--- src/hdl/binary_bridging_3x3_defines.svh ---
// Assertion macros shared by the modules of the 3x3 binary bridging block.
`ifndef BINARY_BRIDGING_3X3_DEFINES_SVH
`define BINARY_BRIDGING_3X3_DEFINES_SVH

// Same-cycle implication, sampled on clk and disabled while arst_n is low.
`define BB3_ASSERT_NOW(label, ante, cons, msg) \
	label: assert property (@(posedge clk) disable iff (!arst_n) (ante) |-> (cons)) \
		else $error(msg);

// Next-cycle implication, sampled on clk and disabled while arst_n is low.
`define BB3_ASSERT_NEXT(label, ante, cons, msg) \
	label: assert property (@(posedge clk) disable iff (!arst_n) (ante) |=> (cons)) \
		else $error(msg);

`endif

--- src/hdl/bb3_pkg.sv ---
// Package of types and constants for the 3x3 binary bridging block.
`timescale 1ns / 1ps

package bb3_pkg;

	// Image geometry.
	localparam int MAX_WIDTH    = 1024;
	localparam int COL_W        = $clog2(MAX_WIDTH);
	localparam int WIDTH_W      = 11;
	localparam int HEIGHT_W     = 13;
	localparam int ROW_W        = 13;
	localparam int PIX_W        = 8;
	localparam int CFG_DATA_W   = 13;
	localparam int REG_IDX_W    = 1;

	localparam logic [WIDTH_W-1:0]  WIDTH_MIN    = 11'd3;
	localparam logic [WIDTH_W-1:0]  WIDTH_MAX    = WIDTH_W'(MAX_WIDTH);
	localparam logic [HEIGHT_W-1:0] HEIGHT_MIN   = 13'd3;
	localparam logic [HEIGHT_W-1:0] HEIGHT_LIMIT = 13'd4096;
	localparam logic [WIDTH_W-1:0]  WIDTH_RESET  = 11'd640;
	localparam logic [HEIGHT_W-1:0] HEIGHT_RESET = 13'd480;

	localparam logic [PIX_W-1:0] FILL_VALUE = 8'hFF;
	localparam logic [PIX_W-1:0] ZERO_PIXEL = 8'h00;

	// Queue between the front and back parts.
	localparam int QDEPTH = 4;
	localparam int QPTR_W = $clog2(QDEPTH);
	localparam int QCNT_W = $clog2(QDEPTH + 1);

	// Item codes.
	typedef enum logic {
		OP_PIXEL = 1'b0,
		OP_FLUSH = 1'b1
	} op_t;

	// Configuration register indexes.
	typedef enum logic [REG_IDX_W-1:0] {
		REG_FRAME_WIDTH  = 1'b0,
		REG_FRAME_HEIGHT = 1'b1
	} reg_index_t;

	// One classified slot of the stream, as queued for the back part.
	typedef struct packed {
		logic [COL_W-1:0] col;
		logic [PIX_W-1:0] pixel;
		logic             emit;
		logic             last;
		logic             bridge_en;
	} item_t;

	// Head of the queue as seen by the back part.
	typedef struct packed {
		logic  valid;
		item_t item;
	} q_head_t;

endpackage

--- src/hdl/bb3_front.sv ---
// Front part: configuration registers, frame counters and classification of each transaction.
`timescale 1ns / 1ps
`include "binary_bridging_3x3_defines.svh"

module bb3_front import bb3_pkg::*; (
	input  logic                  clk,
	input  logic                  arst_n,
	input  logic                  cfg_we,
	input  logic [REG_IDX_W-1:0]  cfg_index,
	input  logic [CFG_DATA_W-1:0] cfg_data,
	input  logic                  in_valid,
	output logic                  in_stall,
	input  logic                  op,
	input  logic [PIX_W-1:0]      in_pixel,
	input  logic                  q_full,
	output logic                  push,
	output item_t                 push_item
);

	logic [WIDTH_W-1:0]  frame_width_q;
	logic [HEIGHT_W-1:0] frame_height_q;
	logic [COL_W-1:0]    col_q;
	logic [ROW_W-1:0]    row_q;

	logic [WIDTH_W-1:0]  w_eff;
	logic [HEIGHT_W-1:0] h_eff;
	logic                in_frame;
	logic                row_end;
	logic                is_last;

	// Clamp the programmed geometry to the supported range.
	always_comb begin
		if (frame_width_q < WIDTH_MIN) begin
			w_eff = WIDTH_MIN;
		end else if (frame_width_q > WIDTH_MAX) begin
			w_eff = WIDTH_MAX;
		end else begin
			w_eff = frame_width_q;
		end
		if (frame_height_q < HEIGHT_MIN) begin
			h_eff = HEIGHT_MIN;
		end else if (frame_height_q > HEIGHT_LIMIT) begin
			h_eff = HEIGHT_LIMIT;
		end else begin
			h_eff = frame_height_q;
		end
	end

	// Classify the offered transaction against the slot position.
	always_comb begin
		in_frame = row_q < ROW_W'(h_eff);
		row_end  = (WIDTH_W'({1'b0, col_q}) + WIDTH_W'(1)) == w_eff;
		is_last  = (row_q == ROW_W'(h_eff + HEIGHT_W'(1))) && (col_q == '0);

		in_stall = q_full;
		push     = in_valid && !q_full && !(in_frame && (op == OP_FLUSH));

		push_item.col       = col_q;
		push_item.pixel     = in_frame ? in_pixel : ZERO_PIXEL;
		push_item.emit      = !((row_q == '0) || ((row_q == ROW_W'(1)) && (col_q == '0)));
		push_item.last      = is_last;
		push_item.bridge_en = (row_q >= ROW_W'(2)) && in_frame && (col_q >= COL_W'(2));
	end

	// Registers and frame counters; any register write restarts the frame.
	always_ff @(posedge clk or negedge arst_n) begin
		if (!arst_n) begin
			frame_width_q  <= WIDTH_RESET;
			frame_height_q <= HEIGHT_RESET;
			col_q          <= '0;
			row_q          <= '0;
		end else if (cfg_we) begin
			unique case (reg_index_t'(cfg_index))
				REG_FRAME_WIDTH: begin
					frame_width_q <= cfg_data[WIDTH_W-1:0];
				end
				REG_FRAME_HEIGHT: begin
					frame_height_q <= cfg_data[HEIGHT_W-1:0];
				end
			endcase
			col_q <= '0;
			row_q <= '0;
		end else if (push) begin
			if (is_last) begin
				col_q <= '0;
				row_q <= '0;
			end else if (row_end) begin
				col_q <= '0;
				row_q <= row_q + ROW_W'(1);
			end else begin
				col_q <= col_q + COL_W'(1);
			end
		end
	end

	`BB3_ASSERT_NEXT(a_restart_after_last, push && push_item.last && !cfg_we,
		(col_q == '0) && (row_q == '0), "counters not cleared after the last pixel")

endmodule

--- config.mk ---
export PLATFORM = sky130hd
export DESIGN_NAME = bb3_front
export DESIGN_NICKNAME = d
export VERILOG_FILES = /design/src/hdl/bb3_pkg.sv /design/src/hdl/bb3_front.sv
export VERILOG_INCLUDE_DIRS = /design/src /design/src/hdl
export SDC_FILE = /design/constraint.sdc
export NUM_CORES = 1
export LEC_CHECK = 0
export BUFFER_PORTS_ARGS = -buffer_cell sky130_fd_sc_hd__clkbuf_2
export CORE_ASPECT_RATIO = 1.2
export CORE_MARGIN = 8
export CORE_UTILIZATION = 64
export CTS_CLUSTER_DIAMETER = 40
export DETAILED_ROUTE_END_ITERATION = 12
export GPL_ROUTABILITY_DRIVEN = 0
export PLACE_DENSITY_LB_ADDON = 0.05
export SYNTH_ARGS = -nofsm -noshare
export SYNTH_HDL_FRONTEND = slang
export SYNTH_SLANG_ARGS = --single-unit
export TNS_END_PERCENT = 30
--- constraint.sdc ---
create_clock -name clk -period 6.85 [get_ports clk]
set_input_delay 1.37 -clock clk [delete_from_list [all_inputs] [get_ports clk]]
set_output_delay 1.37 -clock clk [all_outputs]
set_load 0.01 [all_outputs]
## Yosys cells after proc, flatten, opt, wreduce, memory -nomap -nowiden

Index checks and enable logic that the tools add are counted.
Widths: inputs -> output; s select.

- Flip-flop bits (word level): 47
- Output and inout port bits: 23
- Word-level logic and storage cells: 50

- Add/sub/neg operators: 4
- Order comparisons: 7
- Equal/unequal tests: 3
- Multiplexer cells: 13
- Bitwise logic cells: 1
- Reductions and logical operators: 18

Operators with widths:

| operator | count |
|---|---|
| $mux 13 | 6 |
| $mux 10 | 4 |
| $add 13x1->13 const B | 2 |
| $mux 11 | 2 |
| $eq 13x1->1 const B | 1 |
| $eq 13x13->1 | 1 |
| $ge 13x2->1 const B | 1 |
| $gt 13x13->1 const B | 1 |
| $logic_not 13->1 | 1 |
| $lt 13x13->1 | 1 |
| $lt 13x2->1 const B | 1 |
| $add 10x1->11 const B | 1 |
| $eq 11x11->1 | 1 |
| $gt 11x11->1 const B | 1 |
| $lt 11x2->1 const B | 1 |
| $add 10x1->10 const B | 1 |
| $ge 10x2->1 const B | 1 |
| $logic_not 10->1 | 1 |
| $mux 8 | 1 |
| $logic_and 1x1->1 | 7 |
| $reduce_and 2->1 | 3 |
| $logic_not 1->1 | 3 |
| $reduce_bool 3->1 | 1 |
| $reduce_bool 2->1 | 1 |
| other kinds (2) | 2 |

## Depth between registers and ports, before layout

- Depth after elaboration: 9
- Mapped depth: 16
- Depth with buffers taken out: 15

## Worst setup path after synthesis

Ideal clock, no wire load.

- Path type: register to output
- Start: register frame_height_q[9]
- End: output push
- Data arrival time: 3.246 ns
- Data required time: 5.480 ns
- Setup slack: 2.234 ns
- Cell stages (with the launch flop): 13
- Path buffers: 1
- Path through: dfrtp_1 -> or4_1 -> nor4_2 -> nor2_1 -> nor2_1 -> inv_1 -> ha_1 -> nor2b_1 -> o2111ai_1 -> a211oi_1 -> o311ai_0 -> inv_1 -> buf_2

- Word-level cells in the longest chain between the ends: 7
- Elaborated cells between the ends (all ways): 8
- Those cells by class: order compare: 3; mux: 2; reduce/logical: 3

RTL lines:

| element | line | RTL |
|---|---|---|
| start: declaration | bb3_front.sv:21 | `logic [HEIGHT_W-1:0] frame_height_q;` |
| start signal: assignment | bb3_front.sv:78 | `frame_height_q <= cfg_data[HEIGHT_W-1:0];` |
| $gt 13x13->1 | bb3_front.sv:42 | `end else if (frame_height_q > HEIGHT_LIMIT) begin` |
| $mux 13 | bb3_front.sv:42 |  |
| $mux 13 (*) | bb3_front.sv:40 | `if (frame_height_q < HEIGHT_MIN) begin` |
| $lt 13x13->1 (*) | bb3_front.sv:51 | `in_frame = row_q < ROW_W'(h_eff);` |
| $logic_and 1x1->1 (*) | bb3_front.sv:56 | `push = in_valid && !q_full && !(in_frame && (op == OP_FLUSH));` |
| $logic_not 1->1 (*) | bb3_front.sv:56 |  |
| $logic_and 1x1->1 (*) | bb3_front.sv:56 |  |
| end: declaration | bb3_front.sv:16 | `output logic push,` |

Mark *: on every way between the ends. The rest lies on a longest branch, timed or not.

==> impl_results.md <==
* # rows at 31
* I/O pin cnt at roughly 50
* DP Area at roughly 4200 um^2
* Layout fillers at 470
* Synth area leaders: dfrtp_1, ha_1, mux2_2
* TritonCTS Buffers at 5
* Worst IR Drop VDD at between 100 and 150 uV
* Synth Register Bits at 47
* Via Count at approximately 3700
* Post-synthesis net count at roughly 500
* Critical path class: flop to output port
* Slew @ Worst Pin at 996 ps
* P&R area growth vs syn at 8.67%
* Post-CTS Setup Inserts at 0
* First-pass detailed-route iteration total at 5
* Max-Cap Viols at 0
* Final worst slack at 1460 ps
* Dpl ws at around 1800 ps
* Die height at around 100 um
* WL met2 at around 5000 um
* Met1 Routed Length at 4360 um
* Fin area at 4300 um^2
* DR iter-0 viols at between 200 and 300
* Share of layout cells above drive strength 1 at 0.224
* Clk root buf: clkbuf_8
* Die Footprint at between 8000 and 9000 um^2
* Avg Inst Size Synth at 8.75 um^2
* Max Clock Skew at between 15 and 20 ps
* Rel. slew slack at 0.330
* Initial Utilization at 0.658
* Via/cell ratio at between 6 and 7
* Die W at 87.8 um
* TritonCTS clock tree: built
* Initial antenna violation count at 0
* Post-route DRC violation count at 0
* Cts repair resizes at 0
* Leak Pwr at 1.83 nW
* Fin. Hold Viols at 0
* First-pass GRT wire length at around 17000 um
* Yosys cell types at a little under 70
* Count leader, synth: nand2_1
* Setup Total Neg Slack at 0 ps
* Fin crit period at around 5400 ps
* Post-synth top cells: nand2_1, dfrtp_1, nor2_1
* DR WL met3 at ~630 um
* WHS at between 500 and 600 ps
* Syn. warnings at 0
* Critical Path Fanout Max at 9
* Ys async rst share at 1.00
* CP startpoint kind: flop
* RSZ-0062 raised after global routing: false
* Setup Viol. Count Final at 0
* CTS sink count at 47
* CTS max path bufs at 2
* Core Region at around 6000 um^2
* Final period util at 0.787
* Wirelength per Cell at between 15 and 20 um
* Final wirelength at between 10000 and 15000 um
* Ys flop type: dfrtp_1
* Max H-tree Level at 2
* Leading area contributor after synthesis: dfrtp_1
* Nets at 530
* GRT overflow at 0
* Clk_lat worst skew at around 300 ps
* Share of the synthesized area in the top cell type at 0.259
* Detail Placement HPWL at 7510 um
* IO buf count at 50
* Sequential fraction of the synthesis area at 0.299
* FMAX at ~0.19 GHz
* Mapped Cells at around 450
* Mapped Area at 3950 um^2
* Status: finished clean
* Worst endpoint required time at 5480 ps
* Min-delay worst type: flop to flop
* Crit path DAT at approximately 4000 ps
* Top layer used by detailed routing: met4
* Max Slew Vio Count at 0
* Hold_buf cts at 0
* Setup crit end kind: output port
* Diode count at 0
* GRT Util Overall at 0.237
* Post-DRT Antenna Nets at 0
* Number of flops mapped to enable cells by yosys at 0
* PD cells at 192 nW/um^2
* Largest net degree at the start of global routing at 48
* CTS clock-pin slew for the worst setup and hold paths at about 90 ps
* Number of global-route vias before repair at 3511
## report_power, final
group | switching (mW) | internal [mW]
registers | 0.0610 | 0.310
clock network | 0.0945 | 0.0920
logic | 0.142 | 0.124
## stage by stage
step / instances / util / power (mW)
4_1_cts: 564 / 0.715 / 0.824
2_1_floorplan: 452 / - / 0.559
3_5_place_dp: 556 / 0.697 / 0.637
6_report: 564 / 0.715 / 0.824
5_1_grt: 564 / 0.715 / 0.872
3_3_place_gp: 556 / 0.697 / 0.627
## area by class of cell
class	instances	area (um^2)	share of cell area
repair buffers	52	265	0.0617
multi-input cells	360	2580	0.602
well taps	82	103	0.0239
flip-flops and latches	47	1180	0.275
clock buffers	7	96.3	0.0224
inverters	15	56.3	0.0131
clock inverters	1	7.51	0.00175
## cell families (layout without fill, tap and decap cells)
family	Yosys count	count (layout)	share of synthesized area
AO/OA/AOI/OAI	82	82	0.154
XOR/XNOR	29	29	0.0715
adder cells (fa/ha/maj)	21	21	0.0665
buffers and inverters	45	75	0.0487
flip-flops	47	47	0.299
multiplexers	25	25	0.0706
AND/OR/NAND/NOR	203	203	0.289
## registers in the layout (all words and copies together) (netlist names)
name / count
frame_width_q: 11
col_q: 10
frame_height_q: 13
row_q: 13
## layout by cell type (no fill, tap or decap), drive strengths merged, types with 13 or more instances in the layout
cell type	Yosys	final
nor2	38	38
ha	21	21
a21oi	14	14
o21ai	14	14
xnor2	14	14
clkbuf	20	57
inv	14	14
nand2	47	47
xor2	13	13
dfrtp	41	41
or4	14	14
mux2	23	23
nor3	15	15
nand3	23	23
## critical path: stages, from the launching register on
cell	delay, ps
dfrtp_1	450
or4_1	540
nor4_2	380
nor2_1	80
nor2_1	150
inv_1	60
ha_1	260
nor2b_1	130
o2111ai_1	230
a211oi_1	150
nor4_1	830
o311a_1	340
clkbuf_2	140
## path summary, 6_finish.rpt
kind                                          startpoint                        endpoint  slack (ps)  cells after the start
min reg2reg                 frame_width_q[4]$_DFFE_PN0P_    frame_width_q[4]$_DFFE_PN0P_         520                      1
min in group asynchronous                         arst_n           row_q[11]$_DFFE_PN0P_        1160                      2
max in group asynchronous                         arst_n  frame_height_q[12]$_DFFE_PN0P_        5260                      2
min                         frame_width_q[4]$_DFFE_PN0P_    frame_width_q[4]$_DFFE_PN0P_         520                      1
max                        frame_height_q[9]$_DFFE_PN0P_                    push_item[0]        1460                     12
max reg2reg                frame_height_q[9]$_DFFE_PN0P_           row_q[10]$_DFFE_PN0P_        2790                     13
## layer usage
| metal | track usage | up-vias |
|---|---|---|
| met1 | 0.287 | 1779 |
| met4 | 0.0889 | 0 |
| met5 | 0 | - |
| li1 | - | 1738 |
| met3 | 0.0338 | 21 |
| met2 | 0.412 | 160 |
No activity file was read; power rests on OpenSTA's default activity.
