### config.mk
export PLATFORM = sky130hd
export DESIGN_NAME = bb3_fifo
export DESIGN_NICKNAME = d
export VERILOG_FILES = /design/src/hdl/bb3_pkg.sv /design/src/hdl/bb3_fifo.sv
export VERILOG_INCLUDE_DIRS = /design/src /design/src/hdl
export SDC_FILE = /design/constraint.sdc
export NUM_CORES = 1
export LEC_CHECK = 0
export BUFFER_PORTS_ARGS = -buffer_cell sky130_fd_sc_hd__buf_2
export CORE_ASPECT_RATIO = 0.6
export CORE_MARGIN = 2
export CORE_UTILIZATION = 30
export CTS_CLUSTER_DIAMETER = 30
export DETAILED_ROUTE_END_ITERATION = 8
export PLACE_DENSITY = 0.5
export SLEW_MARGIN = 5
export SYNTH_ARGS = -nofsm -noshare
export SYNTH_HDL_FRONTEND = slang
export SYNTH_SLANG_ARGS = --single-unit
### constraint.sdc
create_clock -name clk -period 2.5 [get_ports clk]
set_input_delay 0.5 -clock clk [delete_from_list [all_inputs] [get_ports clk]]
set_output_delay 0.5 -clock clk [all_outputs]
set_load 0.01 [all_outputs]
### src/hdl/binary_bridging_3x3_defines.svh
// Assertion macros shared by the modules of the 3x3 binary bridging block.
`ifndef BINARY_BRIDGING_3X3_DEFINES_SVH
`define BINARY_BRIDGING_3X3_DEFINES_SVH

// Same-cycle implication, sampled on clk and disabled while arst_n is low.
`define BB3_ASSERT_NOW(label, ante, cons, msg) \
	label: assert property (@(posedge clk) disable iff (!arst_n) (ante) |-> (cons)) \
		else $error(msg);

// Next-cycle implication, sampled on clk and disabled while arst_n is low.
`define BB3_ASSERT_NEXT(label, ante, cons, msg) \
	label: assert property (@(posedge clk) disable iff (!arst_n) (ante) |=> (cons)) \
		else $error(msg);

`endif

### src/hdl/bb3_pkg.sv
// Package of types and constants for the 3x3 binary bridging block.
`timescale 1ns / 1ps

package bb3_pkg;

	// Image geometry.
	localparam int MAX_WIDTH    = 1024;
	localparam int COL_W        = $clog2(MAX_WIDTH);
	localparam int WIDTH_W      = 11;
	localparam int HEIGHT_W     = 13;
	localparam int ROW_W        = 13;
	localparam int PIX_W        = 8;
	localparam int CFG_DATA_W   = 13;
	localparam int REG_IDX_W    = 1;

	localparam logic [WIDTH_W-1:0]  WIDTH_MIN    = 11'd3;
	localparam logic [WIDTH_W-1:0]  WIDTH_MAX    = WIDTH_W'(MAX_WIDTH);
	localparam logic [HEIGHT_W-1:0] HEIGHT_MIN   = 13'd3;
	localparam logic [HEIGHT_W-1:0] HEIGHT_LIMIT = 13'd4096;
	localparam logic [WIDTH_W-1:0]  WIDTH_RESET  = 11'd640;
	localparam logic [HEIGHT_W-1:0] HEIGHT_RESET = 13'd480;

	localparam logic [PIX_W-1:0] FILL_VALUE = 8'hFF;
	localparam logic [PIX_W-1:0] ZERO_PIXEL = 8'h00;

	// Queue between the front and back parts.
	localparam int QDEPTH = 4;
	localparam int QPTR_W = $clog2(QDEPTH);
	localparam int QCNT_W = $clog2(QDEPTH + 1);

	// Item codes.
	typedef enum logic {
		OP_PIXEL = 1'b0,
		OP_FLUSH = 1'b1
	} op_t;

	// Configuration register indexes.
	typedef enum logic [REG_IDX_W-1:0] {
		REG_FRAME_WIDTH  = 1'b0,
		REG_FRAME_HEIGHT = 1'b1
	} reg_index_t;

	// One classified slot of the stream, as queued for the back part.
	typedef struct packed {
		logic [COL_W-1:0] col;
		logic [PIX_W-1:0] pixel;
		logic             emit;
		logic             last;
		logic             bridge_en;
	} item_t;

	// Head of the queue as seen by the back part.
	typedef struct packed {
		logic  valid;
		item_t item;
	} q_head_t;

endpackage

### src/hdl/bb3_fifo.sv
// Short queue of classified items between the front and back parts.
`timescale 1ns / 1ps
`include "binary_bridging_3x3_defines.svh"

module bb3_fifo import bb3_pkg::*; (
	input  logic    clk,
	input  logic    arst_n,
	input  logic    push,
	input  item_t   push_item,
	output logic    full,
	input  logic    pop,
	output q_head_t head
);

	item_t             mem_q [QDEPTH];
	logic [QPTR_W-1:0] wr_ptr_q;
	logic [QPTR_W-1:0] rd_ptr_q;
	logic [QCNT_W-1:0] count_q;

	// Status and head of the queue.
	assign full       = count_q == QCNT_W'(QDEPTH);
	assign head.valid = count_q != '0;
	assign head.item  = mem_q[rd_ptr_q];

	// Storage, written at the tail.
	always_ff @(posedge clk) begin
		if (push) begin
			mem_q[wr_ptr_q] <= push_item;
		end
	end

	// Pointers and fill count.
	always_ff @(posedge clk or negedge arst_n) begin
		if (!arst_n) begin
			wr_ptr_q <= '0;
			rd_ptr_q <= '0;
			count_q  <= '0;
		end else begin
			if (push) begin
				wr_ptr_q <= wr_ptr_q + QPTR_W'(1);
			end
			if (pop) begin
				rd_ptr_q <= rd_ptr_q + QPTR_W'(1);
			end
			if (push && !pop) begin
				count_q <= count_q + QCNT_W'(1);
			end else if (pop && !push) begin
				count_q <= count_q - QCNT_W'(1);
			end
		end
	end

	`BB3_ASSERT_NOW(a_no_push_when_full, push, !full, "queue written while full")
	`BB3_ASSERT_NOW(a_no_pop_when_empty, pop, head.valid, "queue read while empty")
	`BB3_ASSERT_NEXT(a_count_tracks_push, push && !pop,
		count_q == $past(count_q) + QCNT_W'(1), "queue count lost a transaction")

endmodule

=== After elaboration in Yosys (flattened, before gate mapping) ===
Memory sizes are Yosys's and may differ from the RTL's.
Cells that the tools add are included.

* Output and inout bits: 23
* Register bits: 7
* Memory bits (read-only): 0
* RAM bits: 84
* Latch bits: 0
* Memories kept: 1

* Mux-type cells: 4
* $mul: 0
* Reductions and logical operators: 6
* Bitwise gates (word level): 0
* Divide/modulo/power cells: 0
* Eq/ne operators: 1
* $add $sub $neg: 4
* Shift operators: 0
* Order comparisons: 0

{| class="wikitable"
|+ Memory list
! name !! depth !! bits a word !! rd ports !! clocked after memory_dff !! wr ports !! RTL line !! text
|-
| mem_q || 4 || 21 || 1 || 0 || 1 || bb3_fifo.sv:15 || <nowiki>item_t mem_q [QDEPTH];</nowiki>
|}

{| class="wikitable"
|+ Operator list
! kind !! count
|-
| 3-bit 2-to-1 mux || 2
|-
| 2-bit by 1-bit adder with 2-bit output (second input constant) || 2
|-
| 3-bit by 1-bit adder with 3-bit output (second input constant) || 1
|-
| 3-bit equality test (second input constant) || 1
|-
| 3-bit nonzero test || 1
|-
| 3-bit by 1-bit subtractor with 3-bit output (second input constant) || 1
|-
| 1-bit logical AND || 2
|-
| 1-bit logical NOT || 2
|-
| 1-bit 2-to-1 mux || 2
|-
| 2-bit nonzero test || 1
|}

=== Longest topological paths before layout ===
* Depth in word-level cells: 4
* Gate-level depth with buffers: 7
* Mapped depth without buffers: 7

=== Least setup slack after synthesis ===
Ideal clock, no wire load.

* Kind: flip-flop to output port
* Start: register rd_ptr_q[0]
* End: output head[10] (netlist bit)
* Slack: 887 ps
* Data arrival time: 1113 ps
* Buffers on the path: 2
* Stages on the path, launching flop included: 4
* Cell sequence: dfrtp_1 -> buf_6 -> buf_12 -> mux4_2

{| class="wikitable"
|+ RTL lines
! what !! RTL line !! text
|-
| start: declaration || bb3_fifo.sv:17 || <nowiki>logic [QPTR_W-1:0] rd_ptr_q;</nowiki>
|-
| start signal: assignment || bb3_fifo.sv:43 || <nowiki>rd_ptr_q <= rd_ptr_q + QPTR_W'(1);</nowiki>
|-
| end: declaration || bb3_fifo.sv:12 || <nowiki>output q_head_t head</nowiki>
|}

==> results.txt <==
The flow ran to the end, and the final reports show no timing, DRC or antenna violations. The post-synthesis average cell area came out at 24.0 µm². The worst-margin pin slew is ~400 ps. The length in cells of the worst reg-to-reg path came out at 4.

The sequential share of power is ~44%. The switching component of the power came out at 1340 µW. The wire length of the first global-routing pass is 8780 µm.

The via count of the first global-routing pass is 1574. The I/O pin total is 48. For this run, the leading register cell type out of synthesis is sky130_fd_sc_hd__edfxtp_1. Combinational logic is responsible for 28.5% of the overall power.

The arrival time of the worst setup path came out at 1690 ps. Broken down by cell family, the worst path's largest delay share belongs to multiplexers. The worst path buffer plus inverter count came out at 2.

The hold violation total from the final report came out at 0. Net switching is 28.1% of the power. Detailed placement finished with a half-perimeter wire length of 3790 µm. Setup violations remaining at the end of the flow were counted as 0. The netlist area before placement came out at 3460 µm². The clock net in this run drives a total of 91 sinks.

In this run the worst hold path is classified as primary input to register. Traced cell by cell, the critical path runs through buf_4 -> mux4_1 -> buf_2. The critical path in this run is classified as register to output pin. The design internal power came out at around 3400 µW. The number of pins with negative max-slew slack in the final report was 0.

The average routed wire per standard cell came out at 16.3 µm. Power spread over the standard cell area amounts to 1140 nW/µm². The number of hold buffers added after CTS is 1.

The total negative slack is 0 ps. The maximum VDD drop is 0.457 mV. Across the whole layout, storage elements account for 2700 µm². The ratio of final minimum period to clock period is 87.6%. In the final layout, the share of cells above drive strength 1 is 42.9%. The insertion delay to the later sink of the worst-skew pair came out at 330 ps. The tree is rooted in a sky130_fd_sc_hd__clkbuf_16. The height of the chip is 87.2 µm.

The maximum level of the CTS H-tree is 3. The smallest clock period supported by the final layout is computed as 2190 ps. The overall via count from detail_route came out at roughly 1.5k. The die outline width came out at 143 µm. From synthesis to final layout, the design area changed by 21.0%. The die footprint came out at 12400 µm². The count of placed standard cells including taps came out at 339. The clock transition at the registers of the reported paths is roughly 60 ps.

Across the routed clock network, the largest skew measured is approximately 3.7 ps. The count of buffers inserted at the top-level ports is 47. The maximum number of pins on one net before global-route repair came out at 22. The number of cells on the critical path is 3. After the first detailed-routing iteration, the DRC count stood at 68. Row generation in the floorplan step produced 30 rows. The maximum net fanout on the critical path came out at 13.

The number of flops mapped to enable cells by yosys is 84. The worst register-to-register path ends at mem_q[0][5]. Measured against its own limit, the worst slew margin works out to about three quarters.

After technology mapping, the gate count stands at 144. The buffer levels on the longest clock path is 2. After clock tree synthesis, the setup repair step added 0 buffers.

TritonCTS built the clock tree. The number of CTS-inserted buffers is 9. The most critical setup path has its startpoint at rd_ptr_q[0]. The antenna violation net count after detailed routing is 0.

The startpoint identified for the worst register-to-register timing path is wr_ptr_q[0]. By instance count, the leading cell after synthesis is sky130_fd_sc_hd__edfxtp_1. The synthesized net count is 175. The top-area cell type share of the netlist area is approximately 73%. The highest clock frequency the design can meet came out at 456 MHz. The largest individual stage delay along the critical path comes from the cell sky130_fd_sc_hd__mux4_1. STA classifies the critical path endpoint as an output pin. The detailed-router iteration count before antenna repair came out at 3.

Yosys attributes the largest share of cell area to sky130_fd_sc_hd__edfxtp_1 73%, sky130_fd_sc_hd__mux4_2 12%, sky130_fd_sc_hd__dfrtp_1 5.1%. Across the run, the number of max-cap violations was 0. The total wire length after detailed routing came out at 5800 µm. The congestion estimate from routability-driven global placement came to 0.660.

In the routed design, unresolved DRC markers number 0. The overall overflow remaining after global route is 0. In this run, distinct cell masters in the synthesized netlist total 19. The proportion of synthesized flip-flops having asynchronous set or reset came out at 7.69%. STA classifies the critical path startpoint as a register. The area inside the core boundary came out at 11300 µm². By count the netlist is led by 84 x sky130_fd_sc_hd__edfxtp_1, 18 x sky130_fd_sc_hd__mux4_2, 7 x sky130_fd_sc_hd__dfrtp_1, 5 x sky130_fd_sc_hd__ha_1. Leaving out filler cells and counting taps, the final layout contains about 360. Setup repair after global routing left no endpoint under its margin. Using the TritonRoute via totals, the vias-per-cell ratio works out to approximately 4.3. The number of filler instances in the final layout is roughly 1.0k.

Following the worst setup path forward leads to its endpoint at head[17]. The number of synthesized register bits came out at 91. The total routing resource utilization after global routing is 10.1%. The initial core utilization is 30.7%. The number of antenna cells inserted is 0. The initial antenna violation count is 0. The combined area of the multi-input logic cells is 686 µm². The internal reg-to-reg setup slack is 910 ps. The net count reported at finish is 238. The clock power share came out at 27.5%. sky130_fd_sc_hd__edfxtp_1 takes more of the synthesized area than any other cell.

The Yosys step of the flow raised 0 warnings. The largest stage delay on the critical path is a little under 600 ps. The required time of the critical path came out at 2000 ps.

The share of synthesized area occupied by flip-flops and latches is 78.0%. The leakage power total came out at between 0.001 and 0.0015 µW. In this run, post-CTS repair resized a total of 0 instances.
-- cells by family after synthesis --
kind of cell               Yosys count  share of synthesized area, %
DFF                                 91                          78.0
muxes                               22                          14.3
buffers and inverters                9                          2.21
and+or+nand+nor                      9                          1.45
xor gates and xnor gates             6                          1.52
adders and majority gates            6                          2.39
AOI/OAI and AO/OA                    1                         0.145
-- layer usage --
metal | global-route usage (%) | wire length, µm | vias to the layer above
met5 | 0 | 0 | -
met4 | 4.32 | 78 | 0
met3 | 4.29 | 361 | 9
met2 | 14.4 | 2530 | 38
met1 | 13.5 | 2830 | 771
li1 | - | - | 716
-- area by class of cell --
cell class	instances	share of cell area, %
Timing Repair Buffer	57	7.47
Sequential cell	91	64.5
Clock buffer	10	5.47
Inverter	4	0.359
Multi-Input combinational cell	44	16.4
Tap cell	144	4.30
Clock inverter	6	1.55
-- flip-flops by register name, summed over array words and instances, names as in the netlist --
register / flops
count_q: 3
mem_q: 84
rd_ptr_q: 2
wr_ptr_q: 2
-- worst register-to-register path: cells and delay by family (launching register included) --
family,cells,cell delay [ps]
buffers and inverters,2,370
flip-flops,1,430
adder cells (fa/ha/maj),1,140
AND/OR/NAND/NOR,1,360
-- cell usage in the layout, fill, tap and decap left out --
master and n:
sky130_fd_sc_hd__and2_1 4, sky130_fd_sc_hd__inv_6 1, sky130_fd_sc_hd__nor3b_1 1, sky130_fd_sc_hd__xnor2_1 2
sky130_fd_sc_hd__ha_1 5, sky130_fd_sc_hd__o21ai_0 1, sky130_fd_sc_hd__buf_4 9, sky130_fd_sc_hd__nor2_1 1
sky130_fd_sc_hd__buf_2 47, sky130_fd_sc_hd__clkinv_4 1, sky130_fd_sc_hd__mux2_2 1, sky130_fd_sc_hd__clkbuf_1 1
sky130_fd_sc_hd__dlygate4sd3_1 1, sky130_fd_sc_hd__dfrtp_2 1, sky130_fd_sc_hd__clkbuf_16 9, sky130_fd_sc_hd__fa_1 1
sky130_fd_sc_hd__xor2_1 4, sky130_fd_sc_hd__bufinv_16 1, sky130_fd_sc_hd__or3_1 1, sky130_fd_sc_hd__mux4_2 18
sky130_fd_sc_hd__clkinvlp_4 1, sky130_fd_sc_hd__clkinv_2 2, sky130_fd_sc_hd__mux4_1 3, sky130_fd_sc_hd__edfxtp_1 84
sky130_fd_sc_hd__inv_1 4, sky130_fd_sc_hd__nand2_1 2, sky130_fd_sc_hd__dfrtp_1 6
-- power by group through the flow --
| stage | Clock (µW) | Combinational (µW) | Sequential [µW] |
|---|---|---|---|
| 2_1_floorplan | 0 | 977 | 2110 |
| 3_3_place_gp | 0 | 1400 | 2140 |
| 3_5_place_dp | 0 | 1400 | 2140 |
| 4_1_cts | 1360 | 1400 | 2110 |
| 5_1_grt | 1420 | 1500 | 2140 |
| 6_report | 1320 | 1360 | 2110 |
-- worst min-delay path by stage --
stage | slack (ps) | cells after the start | start | endpoint
floorplan | 200 | 0 | arst_n | count_q[0]
global placement | 350 | 1 | arst_n | count_q[1]
detailed placement | 340 | 1 | arst_n | count_q[2]
CTS | 360 | 1 | push_item[15] | mem_q[2][15]
global route | 370 | 1 | push_item[15] | mem_q[0][15]
finish | 380 | 1 | push_item[15] | mem_q[2][15]
-- through the flow --
stage	util, %	power, µW	instance area, µm²	setup WS (ps)	hold slack (ps)
detailed placement	34.5	3550	3880	635	343
global route	37.2	5060	4190	208	369
CTS	37.2	4880	4190	266	365
floorplan	-	3090	3460	887	204
global placement	34.5	3540	3880	651	349
finish	37.2	4790	4190	309	379
Note: power is estimated with default switching activity, not from simulation.
